## src/rtl/mmsm_pkg.sv

```systemverilog
// Package for the mobility-management state machine: state codes, event codes
// and the packed item types of the input and result channels.
// No dependencies.
package mmsm_pkg;

  // machine states
  typedef enum logic [1:0] {
    ST_DEREG = 2'd0,
    ST_CPI   = 2'd1,
    ST_REG   = 2'd2,
    ST_DINIT = 2'd3
  } state_e;

  // event codes, 28..31 are unknown
  localparam logic [4:0] EV_REG_REQ        = 5'd0;
  localparam logic [4:0] EV_REG_ACC_NOTMR  = 5'd1;
  localparam logic [4:0] EV_REG_ACC_TMR    = 5'd2;
  localparam logic [4:0] EV_REG_CMPL       = 5'd3;
  localparam logic [4:0] EV_REG_REJ        = 5'd4;
  localparam logic [4:0] EV_UE_DEREG_REQ   = 5'd5;
  localparam logic [4:0] EV_NW_DEREG_INIT  = 5'd6;
  localparam logic [4:0] EV_DEREG_ACC      = 5'd7;
  localparam logic [4:0] EV_AUTH_REQ       = 5'd8;
  localparam logic [4:0] EV_AUTH_RSP       = 5'd9;
  localparam logic [4:0] EV_AUTH_FAIL      = 5'd10;
  localparam logic [4:0] EV_AUTH_REJ       = 5'd11;
  localparam logic [4:0] EV_SMC_SENT       = 5'd12;
  localparam logic [4:0] EV_SMC_CMPL       = 5'd13;
  localparam logic [4:0] EV_SMC_REJ        = 5'd14;
  localparam logic [4:0] EV_IDENT_REQ      = 5'd15;
  localparam logic [4:0] EV_IDENT_RSP      = 5'd16;
  localparam logic [4:0] EV_SVC_REQ        = 5'd17;
  localparam logic [4:0] EV_SVC_ACC        = 5'd18;
  localparam logic [4:0] EV_SVC_REJ        = 5'd19;
  localparam logic [4:0] EV_T3550_EXP      = 5'd20;
  localparam logic [4:0] EV_T3560_AUTH_EXP = 5'd21;
  localparam logic [4:0] EV_T3560_SMC_EXP  = 5'd22;
  localparam logic [4:0] EV_T3570_EXP      = 5'd23;
  localparam logic [4:0] EV_T3522_EXP      = 5'd24;
  localparam logic [4:0] EV_T3555_EXP      = 5'd25;
  localparam logic [4:0] EV_LL_FAIL        = 5'd26;
  localparam logic [4:0] EV_IMPL_DEREG     = 5'd27;

  // input item
  typedef struct packed {
    logic [4:0] opcode;
    logic       accept_timer_running;
    logic       initial_registration;
    logic       check_only;
  } mmsm_in_t;

  // result item
  typedef struct packed {
    logic       accepted;
    logic [1:0] from_state;
    logic [1:0] new_state;
  } mmsm_out_t;

endpackage

```

## src/rtl/mmsm_decode.sv

```systemverilog
// Transition table lookup for the mobility-management state machine.
// Pure combinational decode of one event against the current and prior state.
// Depends on mmsm_pkg.
module mmsm_decode import mmsm_pkg::*; (
  input  state_e    state_i,
  input  state_e    prior_i,
  input  mmsm_in_t  item_i,
  output mmsm_out_t result_o
);

  logic   hit;
  state_e next;
  logic   prior_reg;

  assign prior_reg = (prior_i == ST_REG);

  // first-match table, guards folded into each arm
  always_comb begin
    hit  = 1'b0;
    next = state_i;
    unique case (state_i)
      ST_DEREG: begin
        case (item_i.opcode) inside
          EV_REG_REQ, EV_AUTH_REQ, EV_SMC_SENT, EV_IDENT_REQ: begin
            hit  = 1'b1;
            next = ST_CPI;
          end
          EV_REG_ACC_NOTMR: begin
            hit  = 1'b1;
            next = ST_REG;
          end
          default: ;
        endcase
      end
      ST_CPI: begin
        case (item_i.opcode) inside
          EV_AUTH_REQ, EV_AUTH_RSP, EV_AUTH_FAIL, EV_SMC_SENT, EV_SMC_CMPL,
          EV_IDENT_REQ, EV_IDENT_RSP, EV_REG_REQ, EV_REG_ACC_TMR,
          EV_T3560_SMC_EXP: begin
            hit  = 1'b1;
            next = ST_CPI;
          end
          EV_REG_ACC_NOTMR, EV_REG_CMPL, EV_T3550_EXP: begin
            hit  = 1'b1;
            next = ST_REG;
          end
          EV_AUTH_REJ, EV_REG_REJ, EV_UE_DEREG_REQ, EV_SVC_REJ, EV_IMPL_DEREG: begin
            hit  = 1'b1;
            next = ST_DEREG;
          end
          // fall back to registered only if that was where we came from
          EV_T3560_AUTH_EXP, EV_T3570_EXP: begin
            hit  = 1'b1;
            next = prior_reg ? ST_REG : ST_DEREG;
          end
          EV_LL_FAIL: begin
            hit  = 1'b1;
            next = (item_i.accept_timer_running || prior_reg) ? ST_REG : ST_DEREG;
          end
          default: ;
        endcase
      end
      ST_REG: begin
        case (item_i.opcode) inside
          EV_REG_REQ, EV_AUTH_REQ, EV_SMC_SENT, EV_IDENT_REQ, EV_REG_ACC_TMR: begin
            hit  = 1'b1;
            next = ST_CPI;
          end
          EV_REG_CMPL, EV_SVC_REQ, EV_SVC_ACC, EV_T3555_EXP: begin
            hit  = 1'b1;
            next = ST_REG;
          end
          EV_UE_DEREG_REQ, EV_SVC_REJ, EV_IMPL_DEREG: begin
            hit  = 1'b1;
            next = ST_DEREG;
          end
          EV_NW_DEREG_INIT: begin
            hit  = 1'b1;
            next = ST_DINIT;
          end
          default: ;
        endcase
      end
      ST_DINIT: begin
        case (item_i.opcode) inside
          EV_DEREG_ACC, EV_T3522_EXP, EV_LL_FAIL, EV_UE_DEREG_REQ, EV_IMPL_DEREG: begin
            hit  = 1'b1;
            next = ST_DEREG;
          end
          // only an initial registration restarts procedures here
          EV_REG_REQ: begin
            hit  = item_i.initial_registration;
            next = item_i.initial_registration ? ST_CPI : ST_DINIT;
          end
          default: ;
        endcase
      end
      default: ;
    endcase
  end

  assign result_o.accepted   = hit;
  assign result_o.from_state = state_i;
  assign result_o.new_state  = next;

endmodule

```

## src/rtl/mobility_mgmt_state_machine_core.sv

```systemverilog
// Mobility-management state machine, network side.
// Result path: input register, then result register.
// Throughput: one item per cycle when not stalled; the state registers update as an
// accepted, non-check-only item moves into the result register, so the next item sees it.
// Reset (async, active low) empties both stages and sets current and prior
// state to deregistered.
module mobility_mgmt_state_machine_core import mmsm_pkg::*; (
  input  logic      clk_i,
  input  logic      rst_ni,
  input  logic      in_valid_i,
  output logic      in_stall_o,
  input  mmsm_in_t  in_data_i,
  output logic      out_valid_o,
  input  logic      out_stall_i,
  output mmsm_out_t out_data_o
);

  logic      in_valid_q;
  mmsm_in_t  in_item_q;
  logic      out_valid_q;
  mmsm_out_t out_item_q;
  state_e    state_q;
  state_e    prior_q;
  mmsm_out_t dec;
  logic      out_free;
  logic      fire;
  logic      commit;

  // handshake between the two stages
  assign out_free   = !out_valid_q || !out_stall_i;
  assign fire       = in_valid_q && out_free;
  assign in_stall_o = in_valid_q && !out_free;
  assign commit     = fire && dec.accepted && !in_item_q.check_only;

  mmsm_decode u_decode (
    .state_i  (state_q),
    .prior_i  (prior_q),
    .item_i   (in_item_q),
    .result_o (dec)
  );

  // input register
  always_ff @(posedge clk_i or negedge rst_ni) begin
    if (!rst_ni) begin
      in_valid_q <= 1'b0;
    end else if (!in_stall_o) begin
      in_valid_q <= in_valid_i;
    end
  end

  always_ff @(posedge clk_i) begin
    if (!in_stall_o && in_valid_i) begin
      in_item_q <= in_data_i;
    end
  end

  // result register
  always_ff @(posedge clk_i or negedge rst_ni) begin
    if (!rst_ni) begin
      out_valid_q <= 1'b0;
    end else if (out_free) begin
      out_valid_q <= in_valid_q;
    end
  end

  always_ff @(posedge clk_i) begin
    if (fire) begin
      out_item_q <= dec;
    end
  end

  // machine state, prior state kept on entry to common procedure
  always_ff @(posedge clk_i or negedge rst_ni) begin
    if (!rst_ni) begin
      state_q <= ST_DEREG;
      prior_q <= ST_DEREG;
    end else if (commit) begin
      state_q <= state_e'(dec.new_state);
      if (state_e'(dec.new_state) == ST_CPI && state_q != ST_CPI) begin
        prior_q <= state_q;
      end
    end
  end

  assign out_valid_o = out_valid_q;
  assign out_data_o  = out_item_q;

  // a rejected event reports no state change
  a_reject_same: assert property (@(posedge clk_i) disable iff (!rst_ni)
    out_valid_q && !out_item_q.accepted |-> out_item_q.new_state == out_item_q.from_state)
    else $error("rejected item reports a state change");

  // a committed transition lands in the state register
  a_commit_state: assert property (@(posedge clk_i) disable iff (!rst_ni)
    commit |=> state_q == state_e'($past(dec.new_state)))
    else $error("state register missed a committed transition");

  // check-only items leave both state registers alone
  a_check_only: assert property (@(posedge clk_i) disable iff (!rst_ni)
    fire && in_item_q.check_only |=> $stable(state_q) && $stable(prior_q))
    else $error("check-only item changed stored state");

  // prior state is never common procedure
  a_prior_not_cpi: assert property (@(posedge clk_i) disable iff (!rst_ni)
    prior_q != ST_CPI)
    else $error("prior state holds common procedure");

endmodule
```

## config.mk

```make
export PLATFORM = sky130hd
export DESIGN_NAME = mobility_mgmt_state_machine_core
export DESIGN_NICKNAME = d
export VERILOG_FILES = /design/src/rtl/mmsm_pkg.sv /design/src/rtl/mmsm_decode.sv /design/src/rtl/mobility_mgmt_state_machine_core.sv
export SDC_FILE = /design/constraint.sdc
export NUM_CORES = 1
export LEC_CHECK = 0
export BUFFER_PORTS_ARGS = -buffer_cell sky130_fd_sc_hd__buf_4
export CAP_MARGIN = 20
export CORE_UTILIZATION = 55
export CTS_BUF_LIST = sky130_fd_sc_hd__clkbuf_4
export DETAILED_ROUTE_END_ITERATION = 8
export PLACE_DENSITY = 0.84
export SLEW_MARGIN = 20
export SYNTH_ARGS = -nofsm -noshare
export SYNTH_HDL_FRONTEND = slang
export SYNTH_SLANG_ARGS = --single-unit
```

## constraint.sdc

```tcl
create_clock -name clk_i -period 2.5 [get_ports clk_i]
set_clock_uncertainty 0.15 [all_clocks]
set_input_delay 0.375 -clock clk_i [delete_from_list [all_inputs] [get_ports clk_i]]
set_output_delay 0.375 -clock clk_i [all_outputs]
set_load 0.02 [all_outputs]
```

==> results of run 1 <==
## state kept, by name, indices dropped and copies added, names as in the netlist
register and flops:
in_item_q 8, out_data_o 5, prior_q 2, state_q 2, in_valid_q 1, out_valid_o 1
## cell usage in the layout, fill, tap and decap left out, types with 4 or more instances in the layout
cell	netlist	layout
a21oi_1	6	6
buf_4	1	24
clkbuf_4	0	4
dfrtp_1	6	6
edfxtp_1	13	13
inv_1	7	7
nand2_1	6	6
nand2b_1	8	8
nor2_1	5	5
nor2b_1	4	4
## final cells by class
type,count,area share [%]
flip-flops and latches,19,37.8
well taps,27,2.36
clock buffers,4,2.10
repair buffers,25,13.3
inverters,7,1.84
multi-input cells,86,42.6
## worst max path at each step
stage                            start         end  cells past startpoint
after global routing      in_item_q[5]  state_q[0]                      7
final                     in_item_q[5]  state_q[0]                      7
after global placement    in_item_q[3]  state_q[0]                      7
after floorplan           in_item_q[3]  prior_q[1]                      7
after CTS                 in_item_q[5]  state_q[0]                      7
after detailed placement  in_item_q[5]  state_q[0]                      7
## timing repair
action,CTS,global route
endpoints found under the setup margin,0,0
endpoints found under the hold margin,6,0
hold buffers,1,0
## metal layers
metal | wire length (um) | up-vias | GRT usage [%]
met5 | 0 | - | 0
li1 | - | 492 | -
met2 | 1250 | 51 | 39.5
met4 | 43 | 0 | 6.19
met1 | 1030 | 496 | 29.8
met3 | 243 | 6 | 4.36
## through the flow
step	util [%]	worst slack (ns)	cell area [um^2]	total power, mW
floorplan	-	0.371	1240	0.771
detailed placement	68.1	0.293	1390	0.883
CTS	70.0	0.275	1430	1.04
global route	70.0	0.159	1430	1.09
global placement	68.1	0.321	1390	0.871
finish	70.0	0.251	1430	1.04
## power groups by stage
stage / clock network (mW) / registers, mW / logic, mW
after floorplan: 0 / 0.473 / 0.298
after global placement: 0 / 0.493 / 0.377
after detailed placement: 0 / 0.496 / 0.387
after CTS: 0.157 / 0.490 / 0.389
after global routing: 0.170 / 0.501 / 0.423
final: 0.152 / 0.491 / 0.393
## cell families (layout without fill, tap and decap cells)
kind of cell,Yosys count,after routing,synth area share [%]
AOI/OAI and AO/OA,37,37,24.5
xor gates and xnor gates,1,1,0.709
buffers and inverters,18,36,6.98
DFF,19,19,43.7
muxes,3,3,2.63
and+or+nand+nor,45,45,21.5
==> summary.txt, run 1 <==
Status -> finished, final reports clean
CP arrival -> 2.27 ns
WL final -> 2.56 mm
HPWL after DPL -> 1.91 mm
Max Cap Viol -> 0
Area contributors post-synth -> edfxtp_1 32%, dfrtp_1 12%, nand2b_1 4.0%
First-pass GRT wire length -> 4.37 mm
Final Wtd Congestion -> 0.918
Fmax -> 445 MHz
Crit-path slowest cell -> edfxtp_1
CP Cell Sequence -> buf_4 -> nor2_1 -> a211o_1 -> a32oi_1 -> and4_1 -> a211o_1 -> mux2_1
Total CTS buffers -> 3
Die ar. -> 2440 um^2
Final min period -> 2.25 ns
WL per Instance -> 15.3 um
Tightest Pin Transition -> 0.401 ns
Syn nets -> 135
Setup TNS -> 0 ns
Root Driver -> clkbuf_4
Reg area -> 541 um^2
Fin Hold WS -> 0.116 ns
Worst setup path class -> reg2reg
Clock power share -> 14.7%
Post-DRT Antenna Nets -> 0
Synth Area per Inst -> 10.1 um^2
Post-Synthesis Cells -> 123
Crit path buf inv count -> 1
Initial core utilization -> 60.5%
Post-synthesis sequential area ratio -> 43.7%
Worst-skew pair later-pin latency -> 0.28 ns
Largest net degree at the start of global routing -> 20
Fin nets -> 154
Most common cell in the netlist -> edfxtp_1
Sw Share -> 35.2%
Worst-path fanout max -> 8
Fillers -> 169
Max-slew violations -> 0
Int Power -> 0.672 mW
Diodes inserted -> 0
Crit start category -> flop
Post-Syn Area -> 1240 um^2
Final setup violation count -> 0
Placed cell count -> 163
Core footprint -> 2040 um^2
H-tree Lvls -> 1
Antenna violations before repair -> 0
Clock slew at reported path FFs -> 0.10 ns
Synth Register Bits -> 19
Vias per cell -> 6.22
Synth top cells by count -> 13 x edfxtp_1, 8 x nand2b_1, 7 x inv_1
Distinct cells, synth -> 53
Via count -> 1,045
Total global-route track usage -> 23.1%
Area of the multi-input gates -> 609 um^2
Starting DRT DRC Count -> 57
Width of the die -> 49.4 um
Share of the synthesized area in the top cell type -> 31.6%
Comb pwr share -> 37.9%
Critical Path Max Stage Delay -> 0.47 ns
Cell mode on critical path -> a211o_1
Post-CTS Setup Bufs -> 0
Hold Crit Class -> in2reg
Final Hold Fails -> 0
Cells on Worst Hold Path -> 1
RSZ-0062 raised after global routing -> false
R2R Path Start -> in_item_q[5]
Finished Layout Cells -> 168
Clock Path Buffers -> 2
Post-CTS resize count -> 0
Peak VDD IR -> 0.000595 V
CTS tree -> built
Crit-path leading delay family -> compound AO/OA/AOI/OAI gates
R2r endpoint -> state_q[0]
Area Overhead vs Synth -> 15.7%
Grt ovf -> 0
Site Rows -> 16
Leading area contributor after synthesis -> edfxtp_1
CP Capture Type -> flop
Cell Pwr Density -> 725 nW/um^2
Flop pwr share -> 47.4%
R2R cell count -> 7
Vias in the first global route -> 997
Leakage power -> 0.585 nW
Die Y-Extent -> 49.4 um
NetSw -> 0.365 mW
Warning count from the yosys run -> 0
Worst reg-to-reg setup slack -> 0.25 ns
Hold path startpoint -> in_data_i[0]
Hold Crit Endpoint -> in_item_q[0]
I/O pin count -> 19
Fin crit share -> 90.0%
Req. time, crit path -> 2.52 ns
TritonRoute pass-1 iters -> 4
Relative slew slack -> 73.2%
Post-route DRC -> 0
Layout cells sized above 1 -> 24.8%
Primary FF master, synth -> edfxtp_1
Clock sink total -> 19
Port Buffer Count -> 18
EDFF count, synth -> 13
FFs w/ async S/R, synth -> 31.6%
Note: power is estimated with default switching activity, not from simulation.
==> run 2: changes to the inputs <==
--- a/config.mk
+++ b/config.mk
@@ -7,6 +7,7 @@
 export LEC_CHECK = 0
 export BUFFER_PORTS_ARGS = -buffer_cell sky130_fd_sc_hd__buf_4
 export CAP_MARGIN = 20
+export CORE_ASPECT_RATIO = 0.75
 export CORE_UTILIZATION = 55
 export CTS_BUF_LIST = sky130_fd_sc_hd__clkbuf_4
 export DETAILED_ROUTE_END_ITERATION = 8
==> summary.txt, run 2 (same netlist as run 1, synthesis figures left out) <==
Worst-skew pair later-pin latency -> 0.29 ns (was 0.28 ns)
Final Hold Fails -> 0 (unchanged)
DR WL met3 -> 186 um (was 243 um)
Final min period -> 2.29 ns (was 2.25 ns)
Post-CTS resize count -> 0 (unchanged)
Most frequent cells in the layout -> 29 x buf_4, 13 x edfxtp_1, 8 x nand2b_1 (was 24 x buf_4, 13 x edfxtp_1, 8 x nand2b_1)
Die Y-Extent -> 43.1 um (was 49.4 um)
Port Buffer Count -> 18 (unchanged)
WL per Instance -> 16.0 um (was 15.3 um)
Clock Path Buffers -> 2 (unchanged)
Peak VDD IR -> 0.000456 V (was 0.000595 V)
RSZ-0062 raised after global routing -> false (unchanged)
Cell Pwr Density -> 721 nW/um^2 (was 725 nW/um^2)
Grt ovf -> 0 (unchanged)
Top layer in use -> met3 (was met4)
Core footprint -> 2070 um^2 (was 2040 um^2)
Reg area -> 541 um^2 (unchanged)
Reg with most FFs -> in_item_q (unchanged)
Antenna violations before repair -> 0 (unchanged)
Status -> finished with violations (was finished, final reports clean)
Largest net degree at the start of global routing -> 16 (was 20)
Total global-route track usage -> 24.4% (was 23.1%)
H-tree Lvls -> 1 (unchanged)
Violated checks -> DRC
Post-Route Utilization -> 70.8% (was 70.0%)
Final Wtd Congestion -> 0.955 (was 0.918)
HPWL after DPL -> 2.02 mm (was 1.91 mm)
Fillers -> 161 (was 169)
Relative slew slack -> 73.2% (about the same)
Finished Layout Cells -> 170 (was 168)
Setup WS pre-CTS -> 0.117 ns (was 0.293 ns)
Layout cells sized above 1 -> 27.4% (was 24.8%)
Clock sink total -> 19 (unchanged)
Worst setup path class -> reg2reg (unchanged)
First-pass GRT wire length -> 4.46 mm (was 4.37 mm)
I/O pin count -> 19 (unchanged)
Fin crit share -> 91.6% (was 90.0%)
Clock slew at reported path FFs -> 0.10 ns (about the same)
Site Rows -> 14 (was 16)
Vias in the first global route -> 996 (was 997)
Fmax -> 437 MHz (was 445 MHz)
Crit-path slowest cell -> edfxtp_1 (unchanged)
Req. time, crit path -> 2.54 ns (was 2.52 ns)
Fin nets -> 159 (was 154)
Wl on met1 -> 1.20 mm (was 1.03 mm)
Vias per cell -> 6.16 (was 6.22)
Area Overhead vs Synth -> 18.4% (was 15.7%)
DR WL met2 -> 1.33 mm (was 1.25 mm)
Initial core utilization -> 59.8% (was 60.5%)
Placed cell count -> 161 (was 163)
Max-slew violations -> 0 (unchanged)
Setup ws final -> 0.210 ns (was 0.251 ns)
Area of the multi-input gates -> 609 um^2 (unchanged)
CTS tree -> built (unchanged)
Commonest non-fill, non-tap cell in the layout -> buf_4 (unchanged)
Hold Crit Class -> in2reg (unchanged)
Starting DRT DRC Count -> 83 (was 57)
Root Driver -> clkbuf_4 (unchanged)
Die ar. -> 2440 um^2 (about the same)
Leakage power -> 0.609 nW (was 0.585 nW)
Critical Path Max Stage Delay -> 0.53 ns (was 0.47 ns)
Setup TNS -> 0 ns (unchanged)
Diodes inserted -> 0 (unchanged)
Tightest Pin Transition -> 0.402 ns (was 0.401 ns)
CP arrival -> 2.33 ns (was 2.27 ns)
Max Cap Viol -> 0 (unchanged)
Final setup violation count -> 0 (unchanged)
CP Capture Type -> flop (unchanged)
Post-route DRC -> 2 (was 0)
Width of the die -> 56.7 um (was 49.4 um)
TritonRoute pass-1 iters -> 6 (was 4)
Crit start category -> flop (unchanged)
CP Cell Sequence -> inv_1 -> a32o_1 -> or2_0 -> and3b_1 -> a211o_1 -> mux2_1 (was buf_4 -> nor2_1 -> a211o_1 -> a32oi_1 -> and4_1 -> a211o_1 -> mux2_1)
Post-DRT Antenna Nets -> 0 (unchanged)
Total CTS buffers -> 3 (unchanged)
Via count -> 1,047 (was 1,045)
Design Area, Final -> 1460 um^2 (was 1430 um^2)
DP Area -> 1390 um^2 (about the same)
Fin Hold WS -> 0.106 ns (was 0.116 ns)
Worst-path fanout max -> 10 (was 8)
Max reg flops -> 8 (unchanged)
WL final -> 2.72 mm (was 2.56 mm)
Total power -> 1.06 mW (was 1.04 mW)
==> run 2: cell types whose count changed in the layout (fill, tap and decap cells not counted), sizes merged <==
| cell | previous run | this run |
|---|---|---|
| buf | 24 | 29 |
==> run 2: power breakdown <==
part | total [mW] | switching [mW] | internal, mW
clock | 0.161 | 0.0884 | 0.0729
sequential | 0.493 | 0.0772 | 0.416
combinational | 0.401 | 0.212 | 0.189
total | 1.06 | 0.378 | 0.678
==> run 2: routing by layer <==
layer  GRT usage [%]  up-vias
met3            6.10        0
met4            6.34        0
li1                -      502
met1            31.1      494
met2            41.9       51
met5               0        -
==> run 2: cell type report <==
cell class,instances,area share (%)
multi-input cells,86,41.6
flip-flops and latches,19,36.9
repair buffers,30,15.6
clock buffers,4,2.05
well taps,24,2.05
inverters,7,1.79
==> run 2: path summary, 6_finish.rpt <==
| path | start | endpoint | slack [ns] | depth (start not counted) |
|---|---|---|---|---|
| min in group asynchronous | rst_ni | state_q[1] | 0.26 | 2 |
| max in group asynchronous | rst_ni | in_valid_q | 1.82 | 2 |
| hold reg to reg | in_valid_q | out_valid_o | 0.35 | 1 |
| setup / recovery | in_item_q[5] | state_q[0] | 0.21 | 6 |
| setup reg to reg | in_item_q[5] | state_q[0] | 0.21 | 6 |
| hold / removal | in_data_i[7] | in_item_q[7] | 0.11 | 1 |
==> run 2: worst max-delay path: cells and delay by family (launching register included) <==
kind	cells	cell delay (ns)
buf+inv	1	0.20
flops	1	0.53
simple gates	2	0.43
mux	1	0.32
compound gates	2	0.55
==> run 2: timing repair <==
action	CTS	global route
hold endpoints to repair	6	0
setup buffers	0	4
hold buffers	1	0
setup endpoints to repair	0	1
==> run 3: changes to the inputs <==
--- a/config.mk
+++ b/config.mk
@@ -8,10 +8,10 @@
 export BUFFER_PORTS_ARGS = -buffer_cell sky130_fd_sc_hd__buf_4
 export CAP_MARGIN = 20
 export CORE_ASPECT_RATIO = 0.75
-export CORE_UTILIZATION = 55
+export CORE_UTILIZATION = 43
 export CTS_BUF_LIST = sky130_fd_sc_hd__clkbuf_4
 export DETAILED_ROUTE_END_ITERATION = 8
-export PLACE_DENSITY = 0.84
+export PLACE_DENSITY = 0.69
 export SLEW_MARGIN = 20
 export SYNTH_ARGS = -nofsm -noshare
 export SYNTH_HDL_FRONTEND = slang
==> summary.txt, run 3 (same netlist as run 1, synthesis figures left out) <==
Clock slew at reported path FFs -> 0.10 ns (about the same)
Initial core utilization -> 46.4% (was 59.8%)
First-pass GRT wire length -> 4.53 mm (was 4.46 mm)
H-tree Lvls -> 1 (unchanged)
Area Overhead vs Synth -> 18.2% (was 18.4%)
Width of the die -> 63.9 um (was 56.7 um)
CP arrival -> 2.37 ns (was 2.33 ns)
Largest net degree at the start of global routing -> 20 (was 16)
Clock Path Buffers -> 2 (unchanged)
Vias per cell -> 5.73 (was 6.16)
R2R cell count -> 6 (unchanged)
TritonRoute pass-1 iters -> 4 (was 6)
CP Capture Type -> flop (unchanged)
Fmax -> 427 MHz (was 437 MHz)
Crit-path slowest cell -> edfxtp_1 (unchanged)
Final Wtd Congestion -> 0.864 (was 0.955)
Crit-path leading delay family -> flip-flops (was compound AO/OA/AOI/OAI gates)
R2r endpoint -> state_q[0] (unchanged)
RSZ-0062 raised after global routing -> false (unchanged)
Worst-skew pair later-pin latency -> 0.29 ns (about the same)
CP Cell Sequence -> inv_1 -> a32o_1 -> or2_0 -> and3b_1 -> a211o_1 -> mux2_1 (unchanged)
Critical Path Start -> in_item_q[5] (unchanged)
Reg with most FFs -> in_item_q (unchanged)
WL per Instance -> 14.5 um (was 16.0 um)
Final Hold Fails -> 0 (unchanged)
Crit path buf inv count -> 1 (unchanged)
Post-CTS resize count -> 0 (unchanged)
Leakage power -> 0.599 nW (was 0.609 nW)
Clock sink total -> 19 (unchanged)
Fin crit share -> 93.7% (was 91.6%)
Sw Share -> 36.0% (was 35.8%)
Site Rows -> 16 (was 14)
Commonest non-fill, non-tap cell in the layout -> buf_4 (unchanged)
Antenna violations before repair -> 0 (unchanged)
Flop pwr share -> 47.8% (was 46.7%)
Max reg flops -> 8 (unchanged)
Hold Crit Class -> in2reg (unchanged)
Cell Pwr Density -> 709 nW/um^2 (was 721 nW/um^2)
Worst-path fanout max -> 10 (unchanged)
Int Power -> 0.663 mW (was 0.678 mW)
Final setup violation count -> 0 (unchanged)
Port Buffer Count -> 18 (unchanged)
Total power -> 1.04 mW (was 1.06 mW)
Setup TNS -> 0 ns (unchanged)
Relative slew slack -> 71.3% (was 73.2%)
Post-route DRC -> 0 (was 2)
Fin nets -> 157 (was 159)
Critical Path Max Stage Delay -> 0.56 ns (was 0.53 ns)
Comb pwr share -> 37.7% (was 38.0%)
HPWL after DPL -> 1.88 mm (was 2.02 mm)
Via count -> 1,031 (was 1,047)
Worst setup path class -> reg2reg (unchanged)
R2R Path Start -> in_item_q[5] (unchanged)
Die Y-Extent -> 48.4 um (was 43.1 um)
Post-Route Utilization -> 54.9% (was 70.8%)
Max Cap Viol -> 0 (unchanged)
Peak VDD IR -> 0.000383 V (was 0.000456 V)
Post-DRT Antenna Nets -> 0 (unchanged)
Tightest Pin Transition -> 0.431 ns (was 0.402 ns)
NetSw -> 0.373 mW (was 0.378 mW)
Status -> finished, final reports clean (was finished with violations)
Crit start category -> flop (unchanged)
WP depth -> 6 (unchanged)
Clock power share -> 14.5% (was 15.3%)
Max-slew violations -> 0 (unchanged)
Die ar. -> 3100 um^2 (was 2440 um^2)
Worst Setup EP -> state_q[0] (unchanged)
Total CTS buffers -> 3 (unchanged)
Vias in the first global route -> 994 (was 996)
Diodes inserted -> 0 (unchanged)
Final min period -> 2.34 ns (was 2.29 ns)
Finished Layout Cells -> 180 (was 170)
CTS tree -> built (unchanged)
Starting DRT DRC Count -> 69 (was 83)
Most frequent cells in the layout -> 27 x buf_4, 13 x edfxtp_1, 8 x nand2b_1 (was 29 x buf_4, 13 x edfxtp_1, 8 x nand2b_1)
Root Driver -> clkbuf_4 (unchanged)
Core footprint -> 2660 um^2 (was 2070 um^2)
Total global-route track usage -> 19.0% (was 24.4%)
Grt ovf -> 0 (unchanged)
I/O pin count -> 19 (unchanged)
Worst reg-to-reg setup slack -> 0.16 ns (was 0.21 ns)
WL final -> 2.61 mm (was 2.72 mm)
Layout cells sized above 1 -> 26.4% (was 27.4%)
Placed cell count -> 172 (was 161)
Req. time, crit path -> 2.53 ns (was 2.54 ns)
[run 3: cell count changes in the layout (fill, tap and decap cells not counted)]
cell      change
buf_4         -2
clkinv_2      +1
clkbuf_4      -1
[run 3: final cells by class]
class	count	area, um^2
Inverter	7	26.3
Timing Repair Buffer	28	213
Clock buffer	3	22.5
Multi-Input combinational cell	86	609
Fill cell	238	1200
Clock inverter	1	5.00
Sequential cell	19	541
Tap cell	36	45.0
[run 3: per-stage QoR]
step	area [um^2]	hold slack [ns]	worst slack (ns)
floorplan	1240	-0.0706	0.371
global placement	1400	0.0339	0.212
detailed placement	1400	0.0354	0.145
CTS	1440	0.0894	0.118
global route	1460	0.0757	0.0201
finish	1460	0.102	0.157
[run 3: worst min-delay path by stage]
stage                  from           end  slack (ns)  depth (start not counted)
2_1_floorplan        rst_ni    in_valid_q       -0.07                          0
3_3_place_gp         rst_ni   out_valid_o        0.03                          1
3_5_place_dp         rst_ni    in_valid_q        0.04                          1
4_1_cts        in_data_i[2]  in_item_q[2]        0.09                          1
5_1_grt        in_data_i[7]  in_item_q[7]        0.08                          1
6_report       in_data_i[3]  in_item_q[3]        0.10                          1
[run 3: power by group through the flow]
| stage | clock network (mW) | logic (mW) | registers (mW) |
|---|---|---|---|
| final | 0.150 | 0.391 | 0.496 |
| after global routing | 0.167 | 0.427 | 0.509 |
| after CTS | 0.155 | 0.388 | 0.496 |
| after detailed placement | 0 | 0.383 | 0.502 |
| after global placement | 0 | 0.377 | 0.497 |
| after floorplan | 0 | 0.298 | 0.473 |
[run 3: repair_timing]
action | in CTS | in global routing
endpoints found under the setup margin | 0 | 2
hold buffers | 1 | 0
hold endpoints to repair | 6 | 0
buffers inserted | 0 | 3
[run 3: layer usage]
metal | routed length [um] | global-route usage (%) | vias up
met1 | 1180 | 25.9 | 488
met3 | 159 | 4.95 | 2
li1 | - | - | 501
met4 | 19 | 6.82 | 0
met2 | 1250 | 29.1 | 40
met5 | 0 | 0 | -
